===== config.mk =====
export PLATFORM = sky130hd
export DESIGN_NAME = radix_prefixed_integer_parser_core
export DESIGN_NICKNAME = d
export VERILOG_FILES = /design/src/sv/rpip_pkg.sv /design/src/sv/rpip_step.sv /design/src/sv/radix_prefixed_integer_parser_core.sv
export SDC_FILE = /design/constraint.sdc
export NUM_CORES = 1
export LEC_CHECK = 0
export ABC_AREA = 1
export BUFFER_PORTS_ARGS = -buffer_cell sky130_fd_sc_hd__buf_2
export CAP_MARGIN = 15
export CORE_MARGIN = 10
export CORE_UTILIZATION = 45
export CTS_BUF_LIST = sky130_fd_sc_hd__clkbuf_8
export CTS_CLUSTER_SIZE = 14
export DETAILED_ROUTE_END_ITERATION = 10
export SYNTH_ARGS = -nofsm -noshare
export SYNTH_HDL_FRONTEND = slang
export SYNTH_SLANG_ARGS = --single-unit

===== constraint.sdc =====
create_clock -name clk -period 6.7 [get_ports clk]
set_input_delay 1.34 -clock clk [delete_from_list [all_inputs] [get_ports clk]]
set_output_delay 1.34 -clock clk [all_outputs]
set_load 0.01 [all_outputs]

===== src/sv/rpip_pkg.sv =====
package rpip_pkg;

  localparam int CharW  = 8;
  localparam int ValueW = 32;
  localparam int MagW   = 33;
  // Widest shift-add product: a 33-bit magnitude times sixteen plus a digit.
  localparam int ProdW  = MagW + 4;

  localparam logic [CharW-1:0] CHAR_MINUS = 8'h2D;
  localparam logic [CharW-1:0] CHAR_ZERO  = 8'h30;

  localparam logic [ProdW-1:0] LIMIT_POS = ProdW'(64'h7FFF_FFFF);
  localparam logic [ProdW-1:0] LIMIT_NEG = ProdW'(64'h8000_0000);

  // Digit value that marks a character which is no digit of any base.
  localparam logic [4:0] DIGIT_NONE = 5'd16;

  typedef enum logic [1:0] {
    PH_START = 2'd0,
    PH_BASE  = 2'd1,
    PH_DIGIT = 2'd2
  } phase_t;

  typedef enum logic [1:0] {
    BASE_BIN = 2'd0,
    BASE_OCT = 2'd1,
    BASE_DEC = 2'd2,
    BASE_HEX = 2'd3
  } base_t;

  typedef enum logic [1:0] {
    ST_OK  = 2'd0,
    ST_BAD = 2'd1,
    ST_BIG = 2'd2
  } status_t;

  typedef struct packed {
    phase_t           phase;
    logic             is_negative;
    base_t            base_code;
    logic [MagW-1:0]  magnitude;
    logic [1:0]       digit_count;
    logic             leading_zero;
    logic             bad_token;
    logic             too_big;
  } tok_state_t;

  localparam tok_state_t TOK_RESET = '{
    phase:        PH_START,
    is_negative:  1'b0,
    base_code:    BASE_BIN,
    magnitude:    '0,
    digit_count:  2'd0,
    leading_zero: 1'b0,
    bad_token:    1'b0,
    too_big:      1'b0
  };

  function automatic logic is_base_letter(input logic [CharW-1:0] c);
    logic ok;
    case (c) inside
      8'h62, 8'h42, 8'h6F, 8'h4F, 8'h64, 8'h44, 8'h78, 8'h58: ok = 1'b1;
      default: ok = 1'b0;
    endcase
    return ok;
  endfunction

  function automatic base_t base_of_letter(input logic [CharW-1:0] c);
    base_t b;
    case (c) inside
      8'h6F, 8'h4F: b = BASE_OCT;
      8'h64, 8'h44: b = BASE_DEC;
      8'h78, 8'h58: b = BASE_HEX;
      default:      b = BASE_BIN;
    endcase
    return b;
  endfunction

  function automatic logic [4:0] digit_value(input logic [CharW-1:0] c);
    logic [4:0] d;
    case (c) inside
      [8'h30:8'h39]: d = 5'(c - CHAR_ZERO);
      [8'h61:8'h66]: d = 5'(c - 8'h57);
      [8'h41:8'h46]: d = 5'(c - 8'h37);
      default:       d = DIGIT_NONE;
    endcase
    return d;
  endfunction

  function automatic logic digit_fits(input base_t b, input logic [4:0] d);
    logic ok;
    case (b)
      BASE_BIN: ok = (d < 5'd2);
      BASE_OCT: ok = (d < 5'd8);
      BASE_DEC: ok = (d < 5'd10);
      BASE_HEX: ok = (d < 5'd16);
      default:  ok = 1'b0;
    endcase
    return ok;
  endfunction

endpackage


===== src/sv/rpip_step.sv =====
module rpip_step
  import rpip_pkg::*;
(
  input  tok_state_t              cur,
  input  logic [CharW-1:0]        char_code,
  input  logic                    last_char,
  output tok_state_t              nxt,
  output logic signed [ValueW-1:0] res_value,
  output status_t                 res_status
);

  logic [4:0]       dval;
  logic             dec_zero_first;
  logic [ProdW-1:0] mag_ext;
  logic [ProdW-1:0] product;
  logic [ProdW-1:0] limit;
  tok_state_t       upd;

  assign dval           = digit_value(char_code);
  assign dec_zero_first = (cur.digit_count == 2'd0) && (dval == 5'd0);
  assign mag_ext        = ProdW'(cur.magnitude);
  assign limit          = cur.is_negative ? LIMIT_NEG : LIMIT_POS;

  // Constant-radix multiply as shifts and adds, then the digit is added.
  always_comb begin
    case (cur.base_code)
      BASE_BIN: product = (mag_ext << 1);
      BASE_OCT: product = (mag_ext << 3);
      BASE_DEC: product = (mag_ext << 3) + (mag_ext << 1);
      BASE_HEX: product = (mag_ext << 4);
      default:  product = '0;
    endcase
    product = product + ProdW'(dval);
  end

  always_comb begin
    upd = cur;
    if (!cur.bad_token) begin
      if (cur.phase == PH_START && char_code == CHAR_MINUS) begin
        upd.is_negative = 1'b1;
        upd.phase       = PH_BASE;
      end else if (cur.phase == PH_START || cur.phase == PH_BASE) begin
        if (is_base_letter(char_code)) begin
          upd.base_code = base_of_letter(char_code);
          upd.phase     = PH_DIGIT;
        end else begin
          upd.bad_token = 1'b1;
        end
      end else if (!digit_fits(cur.base_code, dval)) begin
        upd.bad_token = 1'b1;
      end else if (cur.base_code == BASE_DEC && !dec_zero_first && cur.leading_zero) begin
        // A decimal number may not go on after a leading zero.
        upd.bad_token = 1'b1;
      end else begin
        if (cur.base_code == BASE_DEC && dec_zero_first) begin
          upd.leading_zero = 1'b1;
        end
        if (cur.digit_count != 2'd2) begin
          upd.digit_count = cur.digit_count + 2'd1;
        end
        // Once out of range the magnitude is frozen.
        if (!cur.too_big) begin
          upd.magnitude = product[MagW-1:0];
          if (product > limit) begin
            upd.too_big = 1'b1;
          end
        end
      end
    end
  end

  always_comb begin
    res_value = '0;
    if (upd.bad_token || upd.phase != PH_DIGIT || upd.digit_count == 2'd0) begin
      res_status = ST_BAD;
    end else if (upd.too_big) begin
      res_status = ST_BIG;
    end else begin
      res_status = ST_OK;
      res_value  = upd.is_negative ? -upd.magnitude[ValueW-1:0] : upd.magnitude[ValueW-1:0];
    end
    nxt = last_char ? TOK_RESET : upd;
  end

endmodule


===== src/sv/radix_prefixed_integer_parser_core.sv =====
// A last character is held in the input register (s1_char_r, s1_last_r); its result word
// is then written into the result register that drives out_*.
// Throughput: one character per cycle; only a last character waits, and only while
// the result register holds an untaken word.
// Reset (rst_n low, synchronous) returns the token state to expecting a sign or
// base letter and empties the input and result registers.
module radix_prefixed_integer_parser_core
  import rpip_pkg::*;
(
  input  logic                     clk,
  input  logic                     rst_n,
  input  logic                     in_valid,
  output logic                     in_stall,
  input  logic [CharW-1:0]         in_char_code,
  input  logic                     in_last_char,
  output logic                     out_valid,
  input  logic                     out_stall,
  output logic signed [ValueW-1:0] out_value,
  output logic [1:0]               out_status
);

  logic                     s1_valid_r;
  logic                     s1_valid_nxt;
  logic [CharW-1:0]         s1_char_r;
  logic                     s1_last_r;
  logic                     s1_fire;
  tok_state_t               tok_r;
  tok_state_t               tok_nxt;
  logic                     out_valid_r;
  logic                     out_valid_nxt;
  logic signed [ValueW-1:0] out_value_r;
  logic [1:0]               out_status_r;
  logic signed [ValueW-1:0] res_value;
  status_t                  res_status;

  rpip_step u_step (
    .cur        (tok_r),
    .char_code  (s1_char_r),
    .last_char  (s1_last_r),
    .nxt        (tok_nxt),
    .res_value  (res_value),
    .res_status (res_status)
  );

  // Only a last character needs room in the result register.
  assign in_stall = s1_valid_r && s1_last_r && out_valid_r && out_stall;
  assign s1_fire  = s1_valid_r && !in_stall;

  always_comb begin
    s1_valid_nxt = in_stall ? s1_valid_r : in_valid;
    if (s1_fire && s1_last_r) begin
      out_valid_nxt = 1'b1;
    end else if (!out_stall) begin
      out_valid_nxt = 1'b0;
    end else begin
      out_valid_nxt = out_valid_r;
    end
  end

  always_ff @(posedge clk) begin
    if (!rst_n) begin
      s1_valid_r  <= 1'b0;
      out_valid_r <= 1'b0;
      tok_r       <= TOK_RESET;
    end else begin
      s1_valid_r  <= s1_valid_nxt;
      out_valid_r <= out_valid_nxt;
      if (s1_fire) begin
        tok_r <= tok_nxt;
      end
    end
  end

  always_ff @(posedge clk) begin
    if (!in_stall) begin
      s1_char_r <= in_char_code;
      s1_last_r <= in_last_char;
    end
    if (s1_fire && s1_last_r) begin
      out_value_r  <= res_value;
      out_status_r <= res_status;
    end
  end

  assign out_valid  = out_valid_r;
  assign out_value  = out_value_r;
  assign out_status = out_status_r;

`ifndef ASSERT_OFF
  a_value_zero_unless_ok: assert property (@(posedge clk) disable iff (!rst_n)
    out_valid_r |-> (out_status_r == ST_OK || out_value_r == '0))
    else $error("result word carries a value with a failing status");

  a_token_restarts: assert property (@(posedge clk) disable iff (!rst_n)
    s1_fire && s1_last_r |=> tok_r == TOK_RESET)
    else $error("token state not cleared after a last character");

  a_stall_only_on_last: assert property (@(posedge clk) disable iff (!rst_n)
    in_stall |-> s1_valid_r && s1_last_r && out_valid_r)
    else $error("input stalled without a pending result");

  a_status_legal: assert property (@(posedge clk) disable iff (!rst_n)
    out_valid_r |-> (out_status_r == ST_OK || out_status_r == ST_BAD
                     || out_status_r == ST_BIG))
    else $error("illegal result status");
`endif

endmodule

Word-level counts from Yosys, hierarchy flattened
Cells that the tools add are included.
{"block": "op_classes", "add_sub_neg": 7, "n_reduce_logical": 35, "muxes": 44, "order_cmp": 11, "n_eq_ne": 21}
{"op": "case mux 37 bit (4 select lines)", "n": 1}
{"op": "two-way mux 36 bit", "n": 3}
{"op": "two-way mux 43 bit", "n": 2}
{"op": "equality test 8 x 7 -> 1 bit (second input constant)", "n": 8}
{"op": "two-way mux 32 bit", "n": 2}
{"op": "two-way mux 40 bit", "n": 1}
{"op": "adder 36 x 34 -> 37 bit", "n": 1}
{"op": "adder 37 x 5 -> 37 bit", "n": 1}
{"op": "> comparator 37 bit", "n": 1}
{"op": "two-way mux 33 bit", "n": 1}
{"op": "negator 32 bit", "n": 1}
{"op": "two-way mux 1 bit", "n": 20}
{"op": "two-way mux 2 bit", "n": 10}
{"op": "greater-or-equal comparator 8 x 7 -> 1 bit (second input constant)", "n": 2}
{"op": "<= comparator 8 x 7 -> 1 bit (second input constant)", "n": 2}
{"op": "two-way mux 5 bit", "n": 3}
{"op": "subtractor 5 bit (second input constant)", "n": 3}
{"op": "!= test 2 bit (second input constant)", "n": 7}
{"op": "AND reduction 7 bit", "n": 2}
{"op": "logical AND 1 bit", "n": 13}
{"op": "< comparator 5 x 4 -> 1 bit (second input constant)", "n": 2}
{"op": "equality test 8 x 6 -> 1 bit (second input constant)", "n": 1}
{"op": "greater-or-equal comparator 8 x 6 -> 1 bit (second input constant)", "n": 1}
{"op": "<= comparator 8 x 6 -> 1 bit (second input constant)", "n": 1}
{"op": "other kinds (15)", "n": 29}
{"block": "totals", "input_bits": 13, "out_inout_bits": 36, "ff_bits": 88, "wordCells": 133}

Longest topological paths before layout
Gate-level depths: netlist of the first run.
{"block": "depth", "ltp_word": 19, "depth_mapped": 47, "ltp_nobuf": 47}

Cells and area by module
From an unflattened synthesis of the first run, not the netlist that was laid out.
{"block": "unflattened", "hier_cells": 2047, "area_unflattened_um2": 11297.1}
{"mod": "rpip_step", "instances": 1, "seq_area_each_um2": 0.0, "area_per_inst_um2": 8149.1, "cells_each": 1718}
{"mod": "radix_prefixed_integer_parser_core", "instances": 1, "seq_area_each_um2": 2192.1, "area_per_inst_um2": 3148.0, "cells_each": 329}

Worst setup path after synthesis of the first run
No wires, ideal clock.
{"block": "synth_path", "path_type": "flip-flop to flip-flop", "from": "register s1_char_r[0]", "to": "register out_value_r[10], in the netlist out_value[10] (data pin)", "path_stages_with_launch": 41, "setup_slack_ns": 1.549, "path_buffers": 2, "period_less_slack_ns": 5.151, "arrival_time_ns": 5.015, "setup_time_ns": 0.135, "required_ns": 6.565, "cell_sequence": "edfxtp_1 inv_1 ha_1 inv_1 nand3_1 nand3_2 nor2_1 a21oi_1 inv_1 ha_1 inv_1 fa_1 o21ai_0 a21oi_1 nor2_1 nand3_1 nor2_1 nand3_1 [5 not listed] nand4_1 xor2_1 inv_1 ha_1 nand2_1 nor2_1 nand4_1 nor4_1 a21oi_1 a21oi_1 nand2_1 nor2_1 nand3_2 a21oi_4 nand2_2 buf_6 buf_6 nor2_2"}
{"block": "synth_via", "elab_chain_cells": 18, "word_cells_on_any_way": 71, "cone_classes": "add/sub: 5; order compare: 11; eq/ne: 10; mux: 31; reduce/logical: 14"}
{"element": "start: declaration", "line_no": "radix_prefixed_integer_parser_core.sv:24", "text": "logic [CharW-1:0] s1_char_r;"}
{"element": "start signal: assignment", "line_no": "radix_prefixed_integer_parser_core.sv:76", "text": "s1_char_r <= in_char_code;"}
{"element": "branches (longest 14 deep; another with adder 37 x 5 -> 37 bit)"}
{"element": "two-way mux 43 bit (*)", "line_no": "rpip_step.sv:38", "text": "if (!cur.bad_token) begin"}
{"element": "zero test 2 bit or logical OR 1 bit (tied branches)", "line_no": "rpip_step.sv:74", "text": "if (upd.bad_token || upd.phase != PH_DIGIT || upd.digit_count == 2'd0) begin"}
{"element": "logical OR 1 bit", "line_no": "rpip_step.sv:74"}
{"element": "OR reduction 2 bit (no source line)"}
{"element": "end signal: assignment", "line_no": "radix_prefixed_integer_parser_core.sv:80", "text": "out_value_r <= res_value;"}
{"element": "end: declaration", "line_no": "radix_prefixed_integer_parser_core.sv:31", "text": "logic signed [ValueW-1:0] out_value_r;"}
Every way passes the cells marked *. The select of a mux whose other input is x is not followed.
A chain may end at the register's enable or synchronous reset.

Final worst setup path of the first run
{"block": "layout_path", "from": "register s1_char_r[0]", "to": "register out_value_r[23], in the netlist out_value[23] (data pin)"}
The elaborated chain is that of the path after synthesis.

==> key figures, run 1 <==
Synth
  – Synth top area cells: nand2_1, edfxtp_1, inv_1, ha_1, dfxtp_1
  – Synthesized area per cell: 5.68 µm²
  – Most common cell in the netlist: nand2_1
  – Commonest cells in the synthesized netlist: nand2_1, inv_1, nor2_1
  – Mapped Nets: 1993
  – Mapped Cells: 1905
  – Leading area contributor after synthesis: nand2_1
  – Ys Warns: 0
  – Post-synthesis sequential area ratio: 0.203
  – Post-synth EDFFs: 43
  – Seq cells post-synth: 88
  – Synth top area share: 0.235
  – Cell Area, Synth: 10800 µm²
  – Top_reg_cell synth: dfxtp_1
  – Synth cell types: 50
  – Synth async-reset ratio: 0

Global routing
  – Initial antenna violation count: 0
  – First-pass GRT wire length: 59.5 mm
  – Largest net degree at the start of global routing: 44
  – Vias in the first global route: 11300
  – Global Route Usage Sum: 0.240
  – Total gr overflow: 0

Final layout
  – # nets final: 2021
  – Post-Layout Cell Count: 2257
  – Filler cells: 2623
  – Share of post-route cells with drive strength above 1: 0.0728
  – Synthesis-to-layout area growth: 6.57%
  – Post-layout util: 0.490
  – Antenna Cells: 0
  – Finished Cell Area: 11500 µm²

STA
  – Fin. Hold Viols: 0
  – Fin crit share: 0.892
  – Slew Limit Fails: 0
  – Setup TNS: 0 ps
  – Final setup viols: 0
  – Slew HR: 0.300
  – Worst-Margin Slew: 1050 ps
  – Achievable Freq: 0.167 GHz
  – Setup Skew: 31.2 ps
  – RSZ-0062 raised after global routing: no
  – Min Tclk post-route: 5980 ps

Clock tree
  – Hold Buf Count CTS: 0
  – Clock Sinks: 88
  – TritonCTS clock tree: built
  – Clock slew at reported path FFs: 110 ps
  – Number of buffers created by CTS: 9
  – Worst-skew pair later-pin latency: 410 ps
  – Root Driver: clkbuf_8
  – Post-CTS Resized: 0
  – CTS Buffer Depth: 2
  – Post-CTS Setup Repair Bufs: 0
  – H-tree Lvls: 3

Power and ir drop
  – Internal: 780 µW
  – Clock power frac: 0.334
  – Switch share: 0.349
  – VDD IR-drop max: 96.1 µV
  – PD cells: 104 nW/µm²
  – P_leak: 0.00599 µW
  – Comb power frac: 0.182
  – P_sw: 417 µW
  – Seq pwr share: 0.484

Critical path
  – CP dominant cell by count: nor2_1
  – Worst Setup End Kind: flop
  – Worst path max stage delay: 470 ps
  – Worst EP required: 6930 ps
  – Critical path peak fanout: 29
  – Critical path type: reg2reg
  – Worst setup SP type: flop
  – Slowest cell on crit path: edfxtp_1
  – Data arrival time of the critical path: 6210 ps
  – Setup slack, reg-to-reg: 720 ps

Place
  – Placed inst area: 11300 µm²
  – Placer Congestion: 0.960
  – HPWL after DPL: 29.7 mm
  – Placed cell count: 2241
  – Port bufs: 48

Detailed routing
  – DRC violations left: 0
  – 1st-pass router iterations: 6
  – DR vias: 12000
  – Drt wl/cell: 16.4 µm
  – Iteration-0 DRC count of the detailed router: 1067
  – Via density: 5.30
  – ANT nets after route: 0
  – Total wire length: 36.9 mm

Worst hold path
  – Hold WC Path Type: reg2reg

Floorplanning
  – Core Region: 23500 µm²
  – Die Ht: 175 µm
  – Die X: 175 µm
  – Initial Utilization: 0.460
  – Cell row count: 56
  – Die ar.: 30700 µm²
  – Num ports: 49

Flow run
  – Max Cap Viol: 0

Run status
  – Status: complete, no violations
[metrics by stage]
| step | hold WS (ps) | total power, µW | setup WS, ps |
|---|---|---|---|
| floorplan | 431 | 747 | 1550 |
| global placement | 451 | 806 | 760 |
| detailed placement | 458 | 807 | 561 |
| CTS | 474 | 1210 | 521 |
| global route | 502 | 1260 | 61.3 |
| finish | 475 | 1200 | 725 |
[power by group through the flow]
stage	Clock [µW]	Sequential (µW)	Combinational, µW
after floorplan	0	589	157
after global placement	0	592	214
after detailed placement	0	592	215
after CTS	413	580	216
after global routing	429	581	248
final	400	580	218
[path summary, 6_finish.rpt]
check | startpoint | to | cells after the start
min reg2reg | tok_r[2]$_SDFFE_PN0P_ | tok_r[2]$_SDFFE_PN0P_ | 2
max reg2reg | s1_char_r[0]$_DFFE_PN_ | out_value[23]$_SDFFCE_PP0P_ | 38
max | s1_char_r[0]$_DFFE_PN_ | out_value[23]$_SDFFCE_PP0P_ | 38
min | tok_r[2]$_SDFFE_PN0P_ | tok_r[2]$_SDFFE_PN0P_ | 2
[layer usage]
metal / share of wire / GRT usage
met4: 0.028 / 0.0749
met5: 0 / 0
met2: 0.47 / 0.411
met3: 0.061 / 0.0269
met1: 0.44 / 0.309
[critical path, delay by kind of cell (launching register included)]
family,cells,cell delay [ps]
buffers and inverters,5,440
XOR/XNOR,1,220
AND/OR/NAND/NOR,21,2660
adder cells (fa/ha/maj),4,1030
AO/OA/AOI/OAI,7,990
flip-flops,1,470
[cell usage in the layout (no fill, tap or decap), types with 34 or more instances in the layout]
cell type,synthesis,layout
ha_1,73,73
nor2_1,203,201
edfxtp_1,43,43
nand3_1,151,151
inv_1,303,303
a21oi_1,101,101
nand2_1,678,678
o21ai_0,80,80
nand4_1,34,34
buf_2,14,48
dfxtp_1,45,45
[state kept, by name (all words and copies together) (netlist names)]
name	cells
s1_char_r	8
out_status	2
out_valid	1
tok_r	43
s1_last_r	1
s1_valid_r	1
out_value	32
[cell families (layout without fill, tap and decap cells)]
family | Yosys count | in the layout | synth area share
compound gates | 218 | 218 | 0.109
buf+inv | 356 | 389 | 0.131
mux | 2 | 2 | 0.00185
flops | 88 | 88 | 0.203
simple gates | 1143 | 1143 | 0.449
xor+xnor | 23 | 23 | 0.0186
fa+ha+maj | 75 | 75 | 0.0881
[layout make-up]
cell class | instances | area (µm²) | area share
Tap cell | 319 | 399 | 0.0346
Timing Repair Buffer | 58 | 315 | 0.0273
Inverter | 315 | 1180 | 0.103
Multi-Input combinational cell | 1461 | 7250 | 0.628
Sequential cell | 88 | 2190 | 0.190
Clock inverter | 7 | 73.8 | 0.00640
Clock buffer | 9 | 124 | 0.0107
Note: power is estimated with default switching activity, not from simulation.
==> inputs of run 2 (changes only) <==
CORE_ASPECT_RATIO = 0.5   (was default)
==> key figures, run 2 (synthesis gave the netlist of run 1 again) <==
Floorplanning
  – Die X: 239 µm (+37%)
  – Core Region: 23200 µm² (-1.3%)
  – Die ar.: 31000 µm² (+1.2%)
  – Cell row count: 39 (-30%)
  – Num ports: 49 (unchanged)
  – Die Ht: 130 µm (-26%)
  – Initial Utilization: 0.466 (+0.00624)

Detailed routing
  – Iteration-0 DRC count of the detailed router: 1264 (+18%)
  – Via density: 5.30 (about the same)
  – DR vias: 11900 (-0.23%)
  – Total wire length: 37.5 mm (+1.6%)
  – ANT nets after route: 0 (unchanged)
  – Drt wl/cell: 16.6 µm (+1.8%)
  – DRC violations left: 0 (unchanged)
  – 1st-pass router iterations: 8 (+2)

STA
  – Fin. Hold Viols: 0 (unchanged)
  – Fin crit share: 0.909 (+0.0168)
  – Worst-Margin Slew: 1100 ps (+50.1 ps)
  – Slew HR: 0.266 (-0.0336)
  – Setup Skew: 16.7 ps (-14.5 ps)
  – Slew Limit Fails: 0 (unchanged)
  – Setup TNS: 0 ps (unchanged)
  – Final setup viols: 0 (unchanged)
  – Min Tclk post-route: 6090 ps (+112 ps)
  – Achievable Freq: 0.164 GHz (-1.8%)

Global routing
  – First-pass GRT wire length: 59.1 mm (-0.70%)
  – Global Route Usage Sum: 0.240 (+0.000336)
  – Vias in the first global route: 10700 (-5.3%)
  – Initial antenna violation count: 0 (unchanged)
  – Largest net degree at the start of global routing: 44 (unchanged)
  – Total gr overflow: 0 (unchanged)

Final layout
  – Largest register by flop count: tok_r
  – Filler cells: 2605 (-0.69%)
  – Most frequent cells in the layout: nand2_1, inv_1, nor2_1
  – FF+latch area: 2190 µm² (unchanged)
  – Max reg flops: 43 (unchanged)
  – Commonest non-fill, non-tap cell in the layout: nand2_1
  – Post-layout util: 0.499 (+0.00929)
  – # nets final: 2029 (+0.40%)
  – Area occupied by multi-input gates: 7280 µm² (+0.52%)
  – Antenna Cells: 0 (unchanged)
  – Share of post-route cells with drive strength above 1: 0.0786 (+0.00587)
  – Synthesis-to-layout area growth: 7.13%

Critical path
  – Critical path peak fanout: 15 (-48%)
  – Worst path max stage delay: 460 ps (about the same)
  – Slowest cell on crit path: edfxtp_1
  – Worst setup SP type: flop
  – Worst Setup End Kind: flop
  – Data arrival time of the critical path: 6330 ps (+120 ps)
  – CP dominant cell by count: nor2_1
  – Worst EP required: 6940 ps (about the same)
  – Critical path type: reg2reg

Clock tree
  – Root Driver: clkbuf_8
  – Clock slew at reported path FFs: 100 ps (about the same)
  – TritonCTS clock tree: built
  – Number of buffers created by CTS: 9 (unchanged)
  – Hold Buf Count CTS: 0 (unchanged)
  – CTS Buffer Depth: 2 (unchanged)
  – H-tree Lvls: 3 (unchanged)
  – Clock Sinks: 88 (unchanged)
  – Worst-skew pair later-pin latency: 400 ps (about the same)

Power and ir drop
  – VDD IR-drop max: 123 µV (+28%)
  – P_leak: 0.00602 µW (+0.47%)
  – PD cells: 102 nW/µm² (-1.5%)

Place
  – Placer Congestion: 1.00 (+4.3%)
  – HPWL after DPL: 30.1 mm (+1.4%)
  – Port bufs: 48 (unchanged)

Flow run
  – Max Cap Viol: 0 (unchanged)

Worst hold path
  – Hold WC Path Type: reg2reg

Run status
  – Status: complete, no violations
run 2: cell count changes in the layout (fill, tap and decap cells not counted), moves of 2 or more:
| cell | change |
|---|---|
| inv_6 | +2 |
| a21oi_1 | -2 |
| buf_4 | +7 |
| clkinv_4 | -3 |
| a21oi_2 | +2 |
run 2: repair_timing:
| action | in CTS | in global routing |
|---|---|---|
| endpoints found under the setup margin | 0 | 32 |
| buffers inserted | 0 | 5 |
| gates resized for setup | 0 | 10 |
run 2: per-layer routing:
layer | part of all wire | track usage
met1 | 0.51 | 0.365
met2 | 0.37 | 0.329
met3 | 0.11 | 0.0702
met4 | 0.0067 | 0.0316
met5 | 0 | 0
run 2: area by class of cell:
cell class | instances | area share
Clock inverter | 7 | 0.00518
Sequential cell | 88 | 0.189
Multi-Input combinational cell | 1462 | 0.628
Tap cell | 307 | 0.0331
Clock buffer | 9 | 0.0107
Timing Repair Buffer | 65 | 0.0317
Inverter | 315 | 0.102
run 2: metrics by stage:
| stage | worst slack, ps | power [µW] | hold slack [ps] | instances | instance area [µm²] |
|---|---|---|---|---|---|
| 2_1_floorplan | 1550 | 747 | 431 | 1905 | 10800 |
| 3_3_place_gp | 603 | 809 | 446 | 2231 | 11300 |
| 3_5_place_dp | 346 | 808 | 465 | 2231 | 11300 |
| 4_1_cts | 336 | 1190 | 479 | 2247 | 11500 |
| 5_1_grt | -49.3 | 1250 | 488 | 2253 | 11600 |
| 6_report | 612 | 1190 | 476 | 2253 | 11600 |
run 2: critical path, delay by kind of cell, from the launching register on:
| kind | cells | cell delay (ps) |
|---|---|---|
| simple gates | 21 | 2710 |
| compound gates | 7 | 1150 |
| fa+ha+maj | 4 | 1020 |
| flops | 1 | 460 |
| buf+inv | 5 | 390 |
| xor+xnor | 1 | 210 |
run 2: worst paths after layout:
check,startpoint,end,slack [ps],depth (start not counted)
setup / recovery,s1_char_r[1]$_DFFE_PN_,out_value[20]$_SDFFCE_PP0P_,610,38
hold / removal,tok_r[2]$_SDFFE_PN0P_,tok_r[2]$_SDFFE_PN0P_,480,2
setup reg to reg,s1_char_r[1]$_DFFE_PN_,out_value[20]$_SDFFCE_PP0P_,610,38
hold reg to reg,tok_r[2]$_SDFFE_PN0P_,tok_r[2]$_SDFFE_PN0P_,480,2
run 2: report_power, final:
group          internal [µW]  leakage [µW]  switching, µW  total [µW]
Sequential               571      0.000786           10.4         581
Clock                    143     0.0000921            237         380
Combinational           64.4       0.00514            160         224
==> inputs of run 3 (changes only) <==
CORE_UTILIZATION = 60   (was 45)
PLACE_DENSITY = 0.78   (was default)
==> key figures, run 3 (synthesis gave the netlist of run 1 again) <==
STA
  – Slew HR: 0.186 (-0.0804)
  – Min Tclk post-route: 6190 ps (+98.9 ps)
  – Final setup viols: 0 (unchanged)
  – Setup Skew: 25.8 ps (+9.08 ps)
  – Achievable Freq: 0.162 GHz (-1.6%)
  – Hold slack: 462 ps (-14.4 ps)
  – Fin crit share: 0.923 (+0.0148)
  – Worst-Margin Slew: 1220 ps (+120 ps)
  – Slew Limit Fails: 0 (unchanged)
  – Fin. Hold Viols: 0 (unchanged)
  – PnR worst setup slack: 513 ps (-98.9 ps)

Clock tree
  – Root Driver: clkbuf_8
  – Clock Sinks: 88 (unchanged)
  – Worst-skew pair later-pin latency: 390 ps (about the same)
  – TritonCTS clock tree: built
  – H-tree Lvls: 3 (unchanged)
  – Clock slew at reported path FFs: 100 ps (about the same)
  – Number of buffers created by CTS: 9 (unchanged)
  – Hold Buf Count CTS: 0 (unchanged)
  – CTS Buffer Depth: 2 (unchanged)

Final layout
  – Synthesis-to-layout area growth: 6.59%
  – Max reg flops: 43 (unchanged)
  – Commonest non-fill, non-tap cell in the layout: nand2_1
  – Most frequent cells in the layout: nand2_1, inv_1, nor2_1
  – Finished Cell Area: 11500 µm² (-0.51%)
  – # nets final: 2029 (unchanged)
  – Filler cells: 1646 (-37%)
  – Antenna Cells: 0 (unchanged)
  – Share of post-route cells with drive strength above 1: 0.0781 (-0.000514)
  – Largest register by flop count: tok_r

Critical path
  – Worst setup SP type: flop
  – Critical path peak fanout: 14 (-1)
  – Worst path max stage delay: 420 ps (-40 ps)
  – Slowest cell on crit path: edfxtp_1
  – Worst Setup End Kind: flop
  – Worst EP required: 6920 ps (-20 ps)
  – Setup slack, reg-to-reg: 510 ps (-100 ps)
  – Data arrival time of the critical path: 6410 ps (+80 ps)
  – CP dominant cell by count: nor2_1
  – Critical path type: reg2reg

Power and ir drop
  – VDD IR-drop max: 152 µV (+23%)
  – PD cells: 104 nW/µm² (+1.7%)
  – P_leak: 0.00603 µW (+0.15%)

Detailed routing
  – Total wire length: 38.1 mm (+1.5%)
  – Iteration-0 DRC count of the detailed router: 1862 (+47%)
  – DR vias: 12700 (+6.4%)
  – ANT nets after route: 0 (unchanged)
  – DRC violations left: 0 (unchanged)
  – Via density: 5.82 (+10%)
  – 1st-pass router iterations: 8 (unchanged)
  – Drt wl/cell: 17.5 µm (+4.9%)

Run status
  – Status: complete, no violations

Flow run
  – Max Cap Viol: 0 (unchanged)

Floorplanning
  – Initial Utilization: 0.617 (+0.152)
  – Core Region: 17500 µm² (-25%)
  – Die X: 210 µm (-12%)
  – Num ports: 49 (unchanged)
  – Die ar.: 24100 µm² (-22%)
  – Cell row count: 34 (-13%)
  – Die Ht: 115 µm (-11%)

Global routing
  – Vias in the first global route: 11300 (+6.3%)
  – First-pass GRT wire length: 59.7 mm (+0.95%)
  – Total gr overflow: 0 (unchanged)
  – Global Route Usage Sum: 0.305 (+0.0641)
  – Initial antenna violation count: 0 (unchanged)
  – Largest net degree at the start of global routing: 44 (unchanged)

Place
  – HPWL after DPL: 29.9 mm (-0.61%)
  – Port bufs: 48 (unchanged)
  – Placed inst area: 11200 µm² (-1.0%)
  – Pre-CTS setup slack: 440 ps (+94.1 ps)
  – Placer Congestion: 1.03 (+2.7%)

Worst hold path
  – Hold WC Path Type: reg2reg
==> run 3: layer usage <==
layer / part of all wire / up-vias / GRT usage
met1: 0.44 / 5672 / 0.452
met4: 0.019 / 0 / 0.0610
li1: - / 6100 / -
met3: 0.15 / 92 / 0.0617
met2: 0.39 / 831 / 0.444
met5: 0 / - / 0
==> run 3: layout make-up <==
| cell class | count | area [µm²] | share of cell area |
|---|---|---|---|
| Clock buffer | 9 | 124 | 0.0107 |
| Clock inverter | 7 | 72.6 | 0.00629 |
| Inverter | 315 | 1180 | 0.103 |
| Multi-Input combinational cell | 1462 | 7280 | 0.631 |
| Sequential cell | 88 | 2190 | 0.190 |
| Tap cell | 234 | 293 | 0.0254 |
| Timing Repair Buffer | 65 | 388 | 0.0336 |
==> run 3: metrics by stage <==
stage	setup TNS [ps]	utilization	instances	power [µW]
2_1_floorplan	0	-	1905	747
3_3_place_gp	0	0.639	2155	800
3_5_place_dp	0	0.639	2155	806
4_1_cts	0	0.650	2171	1180
5_1_grt	-2220	0.658	2180	1240
6_report	0	0.658	2180	1200
==> run 3: what timing repair did <==
action	in CTS	in global routing
setup buffers	0	7
setup endpoints to repair	0	33
resized for setup	0	10
==> run 3: power by group <==
part	total [µW]	switching (µW)	leakage [µW]	internal [µW]
combinational	224	161	0.00515	63.7
sequential	582	11.1	0.000786	571
clock	393	220	0.0000962	173
total	1200	391	0.00603	808
==> run 3: final timing paths <==
check,start,depth (start not counted),end
worst max-delay path,s1_char_r[0]$_DFFE_PN_,40,out_value[2]$_SDFFCE_PP0P_
worst min register to register,tok_r[2]$_SDFFE_PN0P_,2,tok_r[2]$_SDFFE_PN0P_
worst min-delay path,tok_r[2]$_SDFFE_PN0P_,2,tok_r[2]$_SDFFE_PN0P_
worst max register to register,s1_char_r[0]$_DFFE_PN_,40,out_value[2]$_SDFFCE_PP0P_
==> run 3: critical path: cells and delay by family (launching register included) <==
kind                       cells  cell delay [ps]
and+or+nand+nor               22             2670
xor gates and xnor gates       1              230
DFF                            1              420
AOI/OAI and AO/OA              6              880
buffers and inverters          7              710
adders and majority gates      4             1100
